File: src/rtl/core/reu_pkg.sv
// reu_pkg: shared types, constants and helpers for the Riccati Euler step block.
// Used by reu_ctrl, reu_dpath and riccati_euler_gain_update. No dependencies.
package reu_pkg;

  localparam int AddrW    = 6;
  localparam int MemDepth = 60;
  localparam int AccW     = 51;

  // Scratch memory map: nine-word matrices and three-word vectors
  localparam logic [AddrW-1:0] P_BASE   = 6'd0;
  localparam logic [AddrW-1:0] U0_BASE  = 6'd9;
  localparam logic [AddrW-1:0] T1_BASE  = 6'd12;
  localparam logic [AddrW-1:0] TA_BASE  = 6'd21;
  localparam logic [AddrW-1:0] TB_BASE  = 6'd30;
  localparam logic [AddrW-1:0] DP_BASE  = 6'd39;
  localparam logic [AddrW-1:0] VA_BASE  = 6'd48;
  localparam logic [AddrW-1:0] VB_BASE  = 6'd51;
  localparam logic [AddrW-1:0] TMP_BASE = 6'd54;
  localparam logic [AddrW-1:0] DU_BASE  = 6'd57;

  localparam logic [3:0] U_BASE = 4'd9;   // strain words in the input capture

  localparam logic signed [31:0] FX_ONE     = 32'sd65536;
  localparam logic signed [31:0] FX_NEG_ONE = -32'sd65536;
  localparam logic signed [31:0] FX_NEG_TWO = -32'sd131072;

  typedef enum logic [1:0] {
    REG_STEP_SIZE     = 2'd0,
    REG_VELOCITY_GAIN = 2'd1,
    REG_STATE_WEIGHT  = 2'd2,
    REG_INPUT_WEIGHT  = 2'd3
  } reg_idx_t;

  typedef enum logic [3:0] {
    A_MEM, A_INP, A_VGAIN, A_RWT, A_STEP, A_QW, A_ZERO, A_ONE, A_MONE, A_MTWO
  } asel_t;

  typedef enum logic [1:0] {
    B_MEM, B_INP, B_ONE
  } bsel_t;

  typedef struct packed {
    asel_t            a_sel;
    bsel_t            b_sel;
    logic [AddrW-1:0] a_addr;
    logic [AddrW-1:0] b_addr;
    logic [3:0]       inp_idx;
    logic [AddrW-1:0] wr_addr;
    logic             first;
    logic             last;
  } cmd_t;

  typedef struct packed {
    logic ld;      // capture input word, clear flag
    logic rd;      // read operands
    logic mul;     // register product
    logic acc;     // round, accumulate, write back on last term
    logic out_ld;  // move result into output register
  } ctl_t;

  function automatic logic [3:0] idx3(input logic [1:0] r, input logic [1:0] c);
    idx3 = {1'b0, r, 1'b0} + {2'b00, r} + {2'b00, c};
  endfunction

  function automatic logic [AddrW-1:0] at(input logic [AddrW-1:0] base,
                                          input logic [3:0] off);
    at = base + {{(AddrW-4){1'b0}}, off};
  endfunction

  // Reset content of P (identity) and everything else reads zero
  function automatic logic [31:0] init_val(input logic [AddrW-1:0] a);
    if (a == P_BASE || a == at(P_BASE, 4'd4) || a == at(P_BASE, 4'd8))
      init_val = FX_ONE;
    else
      init_val = 32'd0;
  endfunction

endpackage

File: src/rtl/core/reu_ctrl.sv
// reu_ctrl: sequencer for one Euler step; walks the term list and drives the
// datapath with commands and strobes. Depends on reu_pkg.
module reu_ctrl (
  input  logic           clk,
  input  logic           rst,
  input  logic           in_valid,
  output logic           in_stall,
  output logic           out_valid,
  input  logic           out_stall,
  output reu_pkg::ctl_t  ctl,
  output reu_pkg::cmd_t  cmd
);

  typedef enum logic [4:0] {
    S_IDLE  = 5'b00001,
    S_ISSUE = 5'b00010,
    S_MUL   = 5'b00100,
    S_ACC   = 5'b01000,
    S_DONE  = 5'b10000
  } state_t;

  typedef enum logic [11:0] {
    PH_T1   = 12'b000000000001,
    PH_GTP  = 12'b000000000010,
    PH_RTA  = 12'b000000000100,
    PH_GTB  = 12'b000000001000,
    PH_PTA  = 12'b000000010000,
    PH_DP   = 12'b000000100000,
    PH_PU   = 12'b000001000000,
    PH_GTVA = 12'b000010000000,
    PH_RVB  = 12'b000100000000,
    PH_NEG  = 12'b001000000000,
    PH_UPDP = 12'b010000000000,
    PH_UPDU = 12'b100000000000
  } phase_t;

  state_t state, state_next;
  phase_t phase, phase_next;
  logic [1:0] i, j, k, i_next, j_next, k_next;
  logic [1:0] k_max, j_max;
  logic [3:0] e, ik, kj, ki;
  logic       out_valid_next;

  assign e  = reu_pkg::idx3(i, j);
  assign ik = reu_pkg::idx3(i, k);
  assign kj = reu_pkg::idx3(k, j);
  assign ki = reu_pkg::idx3(k, i);

  always_comb begin
    cmd         = '0;
    cmd.a_sel   = reu_pkg::A_MEM;
    cmd.b_sel   = reu_pkg::B_MEM;
    cmd.first   = (k == 2'd0);
    k_max       = 2'd2;
    j_max       = 2'd2;
    case (phase)
      PH_T1: begin
        k_max = 2'd0;
        cmd.a_sel = reu_pkg::A_VGAIN;
        cmd.b_addr = reu_pkg::at(reu_pkg::P_BASE, e);
        cmd.wr_addr = reu_pkg::at(reu_pkg::T1_BASE, e);
      end
      PH_GTP: begin
        cmd.a_sel = reu_pkg::A_INP;
        cmd.inp_idx = ki;
        cmd.b_addr = reu_pkg::at(reu_pkg::P_BASE, kj);
        cmd.wr_addr = reu_pkg::at(reu_pkg::TA_BASE, e);
      end
      PH_RTA: begin
        k_max = 2'd0;
        cmd.a_sel = reu_pkg::A_RWT;
        cmd.b_addr = reu_pkg::at(reu_pkg::TA_BASE, e);
        cmd.wr_addr = reu_pkg::at(reu_pkg::TB_BASE, e);
      end
      PH_GTB: begin
        cmd.a_sel = reu_pkg::A_INP;
        cmd.inp_idx = ik;
        cmd.b_addr = reu_pkg::at(reu_pkg::TB_BASE, kj);
        cmd.wr_addr = reu_pkg::at(reu_pkg::TA_BASE, e);
      end
      PH_PTA: begin
        cmd.a_addr = reu_pkg::at(reu_pkg::P_BASE, ik);
        cmd.b_addr = reu_pkg::at(reu_pkg::TA_BASE, kj);
        cmd.wr_addr = reu_pkg::at(reu_pkg::TB_BASE, e);
      end
      PH_DP: begin
        // -2*T1 - T2 + q on the diagonal, each as an exact term
        cmd.wr_addr = reu_pkg::at(reu_pkg::DP_BASE, e);
        case (k)
          2'd0: begin
            cmd.a_sel = reu_pkg::A_MTWO;
            cmd.b_addr = reu_pkg::at(reu_pkg::T1_BASE, e);
          end
          2'd1: begin
            cmd.a_sel = reu_pkg::A_MONE;
            cmd.b_addr = reu_pkg::at(reu_pkg::TB_BASE, e);
          end
          default: begin
            cmd.a_sel = (i == j) ? reu_pkg::A_QW : reu_pkg::A_ZERO;
            cmd.b_sel = reu_pkg::B_ONE;
          end
        endcase
      end
      PH_PU: begin
        j_max = 2'd0;
        cmd.a_addr = reu_pkg::at(reu_pkg::P_BASE, ik);
        cmd.b_sel = reu_pkg::B_INP;
        cmd.inp_idx = reu_pkg::U_BASE + {2'b00, k};
        cmd.wr_addr = reu_pkg::at(reu_pkg::VA_BASE, {2'b00, i});
      end
      PH_GTVA: begin
        j_max = 2'd0;
        cmd.a_sel = reu_pkg::A_INP;
        cmd.inp_idx = ki;
        cmd.b_addr = reu_pkg::at(reu_pkg::VA_BASE, {2'b00, k});
        cmd.wr_addr = reu_pkg::at(reu_pkg::VB_BASE, {2'b00, i});
      end
      PH_RVB: begin
        j_max = 2'd0;
        k_max = 2'd0;
        cmd.a_sel = reu_pkg::A_RWT;
        cmd.b_addr = reu_pkg::at(reu_pkg::VB_BASE, {2'b00, i});
        cmd.wr_addr = reu_pkg::at(reu_pkg::TMP_BASE, {2'b00, i});
      end
      PH_NEG: begin
        j_max = 2'd0;
        k_max = 2'd0;
        cmd.a_sel = reu_pkg::A_MONE;
        cmd.b_addr = reu_pkg::at(reu_pkg::TMP_BASE, {2'b00, i});
        cmd.wr_addr = reu_pkg::at(reu_pkg::DU_BASE, {2'b00, i});
      end
      PH_UPDP: begin
        k_max = 2'd1;
        cmd.wr_addr = reu_pkg::at(reu_pkg::P_BASE, e);
        if (k == 2'd0) begin
          cmd.a_sel = reu_pkg::A_ONE;
          cmd.b_addr = reu_pkg::at(reu_pkg::P_BASE, e);
        end else begin
          cmd.a_sel = reu_pkg::A_STEP;
          cmd.b_addr = reu_pkg::at(reu_pkg::DP_BASE, e);
        end
      end
      PH_UPDU: begin
        j_max = 2'd0;
        k_max = 2'd1;
        cmd.wr_addr = reu_pkg::at(reu_pkg::U0_BASE, {2'b00, i});
        if (k == 2'd0) begin
          cmd.a_sel = reu_pkg::A_ONE;
          cmd.b_addr = reu_pkg::at(reu_pkg::U0_BASE, {2'b00, i});
        end else begin
          cmd.a_sel = reu_pkg::A_STEP;
          cmd.b_addr = reu_pkg::at(reu_pkg::DU_BASE, {2'b00, i});
        end
      end
      default: ;
    endcase
    cmd.last = (k == k_max);
  end

  always_comb begin
    state_next = state;
    phase_next = phase;
    i_next = i;
    j_next = j;
    k_next = k;
    ctl = '0;
    in_stall = (state != S_IDLE);
    out_valid_next = out_valid && out_stall;
    case (state)
      S_IDLE: begin
        if (in_valid) begin
          ctl.ld = 1'b1;
          phase_next = PH_T1;
          i_next = '0;
          j_next = '0;
          k_next = '0;
          state_next = S_ISSUE;
        end
      end
      S_ISSUE: begin
        ctl.rd = 1'b1;
        state_next = S_MUL;
      end
      S_MUL: begin
        ctl.mul = 1'b1;
        state_next = S_ACC;
      end
      S_ACC: begin
        ctl.acc = 1'b1;
        state_next = S_ISSUE;
        if (k != k_max) begin
          k_next = k + 2'd1;
        end else begin
          k_next = '0;
          if (j != j_max) begin
            j_next = j + 2'd1;
          end else begin
            j_next = '0;
            if (i != 2'd2) begin
              i_next = i + 2'd1;
            end else begin
              i_next = '0;
              case (phase)
                PH_T1:   phase_next = PH_GTP;
                PH_GTP:  phase_next = PH_RTA;
                PH_RTA:  phase_next = PH_GTB;
                PH_GTB:  phase_next = PH_PTA;
                PH_PTA:  phase_next = PH_DP;
                PH_DP:   phase_next = PH_PU;
                PH_PU:   phase_next = PH_GTVA;
                PH_GTVA: phase_next = PH_RVB;
                PH_RVB:  phase_next = PH_NEG;
                PH_NEG:  phase_next = PH_UPDP;
                PH_UPDP: phase_next = PH_UPDU;
                default: state_next = S_DONE;
              endcase
            end
          end
        end
      end
      S_DONE: begin
        if (!out_valid || !out_stall) begin
          ctl.out_ld = 1'b1;
          out_valid_next = 1'b1;
          state_next = S_IDLE;
        end
      end
      default: state_next = S_IDLE;
    endcase
  end

  always_ff @(posedge clk) begin
    if (rst) begin
      state     <= S_IDLE;
      phase     <= PH_T1;
      i         <= '0;
      j         <= '0;
      k         <= '0;
      out_valid <= 1'b0;
    end else begin
      state     <= state_next;
      phase     <= phase_next;
      i         <= i_next;
      j         <= j_next;
      k         <= k_next;
      out_valid <= out_valid_next;
    end
  end

endmodule
File: config.mk
export PLATFORM = sky130hd
export DESIGN_NAME = reu_ctrl
export DESIGN_NICKNAME = d
export VERILOG_FILES = /design/src/rtl/core/reu_pkg.sv /design/src/rtl/core/reu_ctrl.sv
export SDC_FILE = /design/constraint.sdc
export NUM_CORES = 1
export LEC_CHECK = 0
export BUFFER_PORTS_ARGS = -buffer_cell sky130_fd_sc_hd__buf_2
export CAP_MARGIN = 20
export CORE_UTILIZATION = 26
export DETAILED_ROUTE_END_ITERATION = 16
export PLACE_DENSITY_LB_ADDON = 0.15
export SYNTH_ARGS = -nofsm -noshare
export SYNTH_HDL_FRONTEND = slang
export SYNTH_SLANG_ARGS = --single-unit
File: constraint.sdc
create_clock -name clk -period 4.5 [get_ports clk]
set_input_delay 0.225 -clock clk [delete_from_list [all_inputs] [get_ports clk]]
set_output_delay 0.225 -clock clk [all_outputs]
set_load 0.1 [all_outputs]
==> out/metrics.cfg, run 1 <==
[final_layout]
fill_cells=1343
post-route-util=0.301
synthToLayoutAreaGrowth_pct=13.2
multi_input_area_um2=2460
finish.instance_area_um2=3600
layout-drive-gt1-share=0.126
nNetsFinal=500
n_antenna_cell=0
ff_latch_area_um2=480

[floorplan]
die_h_um=113
std_cell_rows=40
initial_core_util=0.266
fp.dieArea_um2=12700
core_um2=12000
die_width_um=113
ios=41

[power]
cellLeakagePower_nw=1.55
p_per_area_nw_per_um2=156
power.total_mw=0.562
pwr-share-seq=0.393
swShare=0.273
netSwitchingPower_mw=0.154
clkPwrFrac=0.459
internal-power_mw=0.409
ir_worst_vdd_v=0.000141
p_comb_frac=0.148

[clock_tree]
numCtsBuffers=3
cts.clk_slew.worst_paths_ps=70
clk_latency_ps=260
cts.sink_count=24
cts-hold-fix-buffers=0
h-tree-depth=1
cts_tree=yes
clk_path_buf_depth=2
cts_resized=0
cts_setup_buffers=0
cts_root_buf=clkbuf_16

[logic_synthesis]
yosysTopAreaCell=dfxtp_1
yosys.cell_types.count=55
syn-cell-area_um2=3180
synth-async-reset-ratio=0
yosysSeqAreaShare=0.151
syn-mean-instance-area_um2=7.37
synth-warning-count=0
yosysTopAreaCellShare=0.151
synth-seq-cells=24
synthTopCellsByArea=dfxtp_1, ha_1, o21ai_0
postSynthCellCount=432
ys_top_cells_by_count=inv_1, nor2_1, ha_1
synth_flop_cell=dfxtp_1
synth_edf_count=0

[setup_path]
cp-start-kind=flop
worstPathRequired_ps=4280
crit_fanout=10
endpoint_kind=output pin
worstPathArrival_ps=3960
critPathKind=reg -> out
r2r_cells=6

[grt]
grt_overflow=0
grt_pass1_wl_mm=18.5
grt_max_degree=16
grtUsageTotal=0.188
grt_pass1_vias=3299
antenna_found_initial=0

[timing]
fmax_ghz=0.239
min_period_over_period=0.930
skew_ps=4.60
finalMaxSlewViolations=0
slew_headroom=0.442
setup_ws_ps=315
fin_crit_ps=4180
rsz0062_at_grt=false
hold_viol=0
setup_tns_ps=0
worstMarginPinSlew_ps=830
setup_violations=0

[routing]
wl_per_cell_um=19.5
drc=0
routed_wl_mm=11.8
vias_per_cell=5.75
vias=3486
final_antenna_net_count=0
drt_iter0_markers=340
first_pass_iters=5

[worst_hold_path]
worstHoldPathType=in -> reg
min_path_cells=3

[place]
dp_hpwl_mm=9.35
place_area_um2=3500
port_buffers=38
dp_slack_ps=622
gp_congestion=0.934

[run]
maxCapViolations=0

[outcome]
outcome=finished, final reports clean

-- routing by layer --
metal | up-vias | wire length (um) | GRT usage
met5 | - | 0 | 0
li1 | 1682 | - | -
met1 | 1641 | 5510 | 0.259
met4 | 0 | 297 | 0.0622
met3 | 23 | 765 | 0.0211
met2 | 140 | 5240 | 0.302
-- cells in the final DEF (no fill, tap or decap), types with 7 or more instances in the layout --
| cell type | Yosys | layout |
|---|---|---|
| a21oi_1 | 24 | 24 |
| a22oi_1 | 7 | 7 |
| buf_2 | 9 | 38 |
| buf_4 | 4 | 8 |
| dfxtp_1 | 24 | 24 |
| ha_1 | 32 | 32 |
| inv_1 | 33 | 33 |
| nand2_1 | 25 | 25 |
| nand3_1 | 25 | 25 |
| nand4_1 | 12 | 12 |
| nor2_1 | 33 | 33 |
| nor2b_1 | 10 | 10 |
| nor3_1 | 15 | 15 |
| o21ai_0 | 26 | 26 |
| o221ai_1 | 10 | 10 |
| o22ai_1 | 19 | 19 |
| or4_1 | 7 | 7 |
| xnor2_1 | 9 | 9 |
| xor2_1 | 14 | 14 |
-- kinds of logic after synthesis --
kind of cell,Yosys count,share of synthesized area
adder cells (fa/ha/maj),36,0.151
XOR/XNOR,24,0.0684
buffers and inverters,57,0.0778
AND/OR/NAND/NOR,166,0.290
flip-flops,24,0.151
AO/OA/AOI/OAI,123,0.257
other,1,0.00118
multiplexers,1,0.00314
-- layout make-up --
type / instances / share of cell area
inverter: 33 / 0.0344
clock inverter: 1 / 0.00834
timing repair buffer: 46 / 0.0695
tap: 147 / 0.0511
sequential: 24 / 0.133
multi-input combinational: 352 / 0.683
clock buffer: 3 / 0.0208
-- flip-flops by register name, summed over array words and instances, names as in the netlist --
| name | cells |
|---|---|
| i | 2 |
| j | 2 |
| k | 2 |
| out_valid | 1 |
| phase | 12 |
| state | 5 |
-- power by group through the flow --
stage | registers [mW] | logic [mW] | clock network [mW]
detailed placement | 0.226 | 0.0839 | 0
finish | 0.221 | 0.0834 | 0.258
CTS | 0.221 | 0.0839 | 0.266
global route | 0.221 | 0.0886 | 0.273
floorplan | 0.226 | 0.0703 | 0
global placement | 0.226 | 0.0844 | 0
-- worst max-delay path: stages (launching register included) --
cell and delay (ps):
dfxtp_1 580, inv_1 260, ha_1 450, fa_1 720
inv_1 130, ha_1 360, a22oi_1 190, o221ai_1 150
or4_1 540, buf_2 310
-- worst paths after layout --
kind,start,endpoint,slack [ps]
setup / recovery,i[1],cmd[13],320
setup reg to reg,phase[8],phase[4],1230
hold reg to reg,out_valid,out_valid,510
hold / removal,out_stall,out_valid,250
-- metrics by stage --
stage,std cells,hold slack (ps)
6_report,606,248
4_1_cts,606,247
3_3_place_gp,602,497
2_1_floorplan,433,388
3_5_place_dp,602,502
5_1_grt,606,278
No activity file was read; power rests on OpenSTA's default activity.
==> run 2: changes to the inputs <==
- MAX_ROUTING_LAYER: unset -> met4
==> run 2 against run 1 <==
  * Count of clock-buffer cells in the layout unchanged
  * Cell area down 0.21%
  * Worst hold slack improved by 5.3 ps
  * Sequential share of layout area barely moved
  * Critical endpoint unchanged
  * Highest routed layer unchanged
==> out/metrics.cfg, run 2 (synthesis results as in run 1) <==
[clock_tree]
cts_tree=yes
cts_root_buf=clkbuf_16
cts.sink_count=24
clk_path_buf_depth=2
cts_resized=0
h-tree-depth=1
cts.clk_slew.worst_paths_ps=70
cts_setup_buffers=0
cts-hold-fix-buffers=0
clk_latency_ps=260
numCtsBuffers=3

[routing]
routed_wl_mm=11.7
vias=3523
drt_iter0_markers=346
drc=0
first_pass_iters=5
final_antenna_net_count=0
wl_per_cell_um=19.4
vias_per_cell=5.82

[run]
maxCapViolations=0

[setup_path]
cp_cell_sequence=inv_1 > ha_1 > fa_1 > inv_1 > ha_1 > a22oi_1 > o221ai_1 > or4_1 > buf_2
worst_path_max_delay_cell=fa_1
worstPathArrival_ps=3990
crit_fanout=10
worstPathRequired_ps=4280
critPathKind=reg -> out
max_stage_delay_ps=720
cp-start-kind=flop
endpoint_kind=output pin

[final_layout]
fill_cells=1298
top_register=phase
n_antenna_cell=0
final_cell_mix=buf_2, inv_1, nor2_1
largest_reg_flops=12
layout-drive-gt1-share=0.124
nNetsFinal=499
synthToLayoutAreaGrowth_pct=12.9
top_regs=phase (12), state (5)
layout_commonest_cell=buf_2
post-route-util=0.301

[timing]
setup_violations=0
finalMaxSlewViolations=0
setup_tns_ps=0
hold_viol=0
worstMarginPinSlew_ps=873
fin_crit_ps=4210
fmax_ghz=0.237
slew_headroom=0.418
skew_ps=7.69
min_period_over_period=0.936
rsz0062_at_grt=false

[floorplan]
std_cell_rows=40
ios=41
fp.dieArea_um2=12700
initial_core_util=0.266
die_h_um=113
core_um2=12000
die_width_um=113

[worst_hold_path]
worstHoldPathType=in -> reg

[grt]
grtUsageTotal=0.189
grt_max_degree=16
grt_pass1_vias=3219
grt_overflow=0
antenna_found_initial=0
grt_pass1_wl_mm=18.4

[place]
dp_hpwl_mm=9.36
gp_congestion=0.928
port_buffers=38

[outcome]
outcome=finished, final reports clean

[power]
p_per_area_nw_per_um2=156
ir_worst_vdd_v=0.000141
cellLeakagePower_nw=1.55

==> run 2: cell count changes in the layout (fill, tap and decap cells not counted), sizes merged <==
cell	change
buf	-1
==> run 2: cell type report <==
cell class,instances,area [um^2],area share
clock buffer,3,75.1,0.0209
tap,147,184,0.0512
sequential,24,480,0.134
timing repair buffer,45,243,0.0675
multi-input combinational,352,2460,0.684
inverter,33,124,0.0345
clock inverter,1,30.0,0.00835
==> run 2: power by group <==
group	leakage, nW	internal (mW)	switching [mW]	total [mW]
sequential	0.194	0.216	0.00461	0.221
clock	0.0511	0.177	0.0789	0.256
combinational	1.30	0.0153	0.0688	0.0841
total	1.55	0.408	0.152	0.561
==> run 2: final timing paths <==
check | from | to | slack, ps | depth (start not counted)
max | i[1] | cmd[13] | 290 | 9
min | out_stall | out_valid | 250 | 3
max reg2reg | phase[8] | phase[11] | 1250 | 6
min reg2reg | out_valid | out_valid | 510 | 2
==> run 2: critical path: cells and delay by family (launching register included) <==
family	cells	cell delay, ps
AO/OA/AOI/OAI	2	320
adder cells (fa/ha/maj)	3	1540
buffers and inverters	3	720
flip-flops	1	580
AND/OR/NAND/NOR	1	560
==> run 2: layer usage <==
layer	wire length [um]	vias to the layer above	global-route usage	share of wire
li1	-	1676	-	-
met1	5620	1702	0.258	0.48
met2	5330	131	0.305	0.45
met3	592	14	0.0135	0.050
met4	207	0	0.0453	0.018
met5	0	-	-	0
==> run 2: metrics by stage <==
step	area (um^2)	hold WS (ps)	setup WS, ps	total power [mW]	instances
2_1_floorplan	3190	388	38.3	0.297	433
3_3_place_gp	3490	498	725	0.310	601
3_5_place_dp	3490	507	592	0.309	601
4_1_cts	3590	253	298	0.566	605
5_1_grt	3590	281	89.6	0.581	605
6_report	3590	253	287	0.561	605
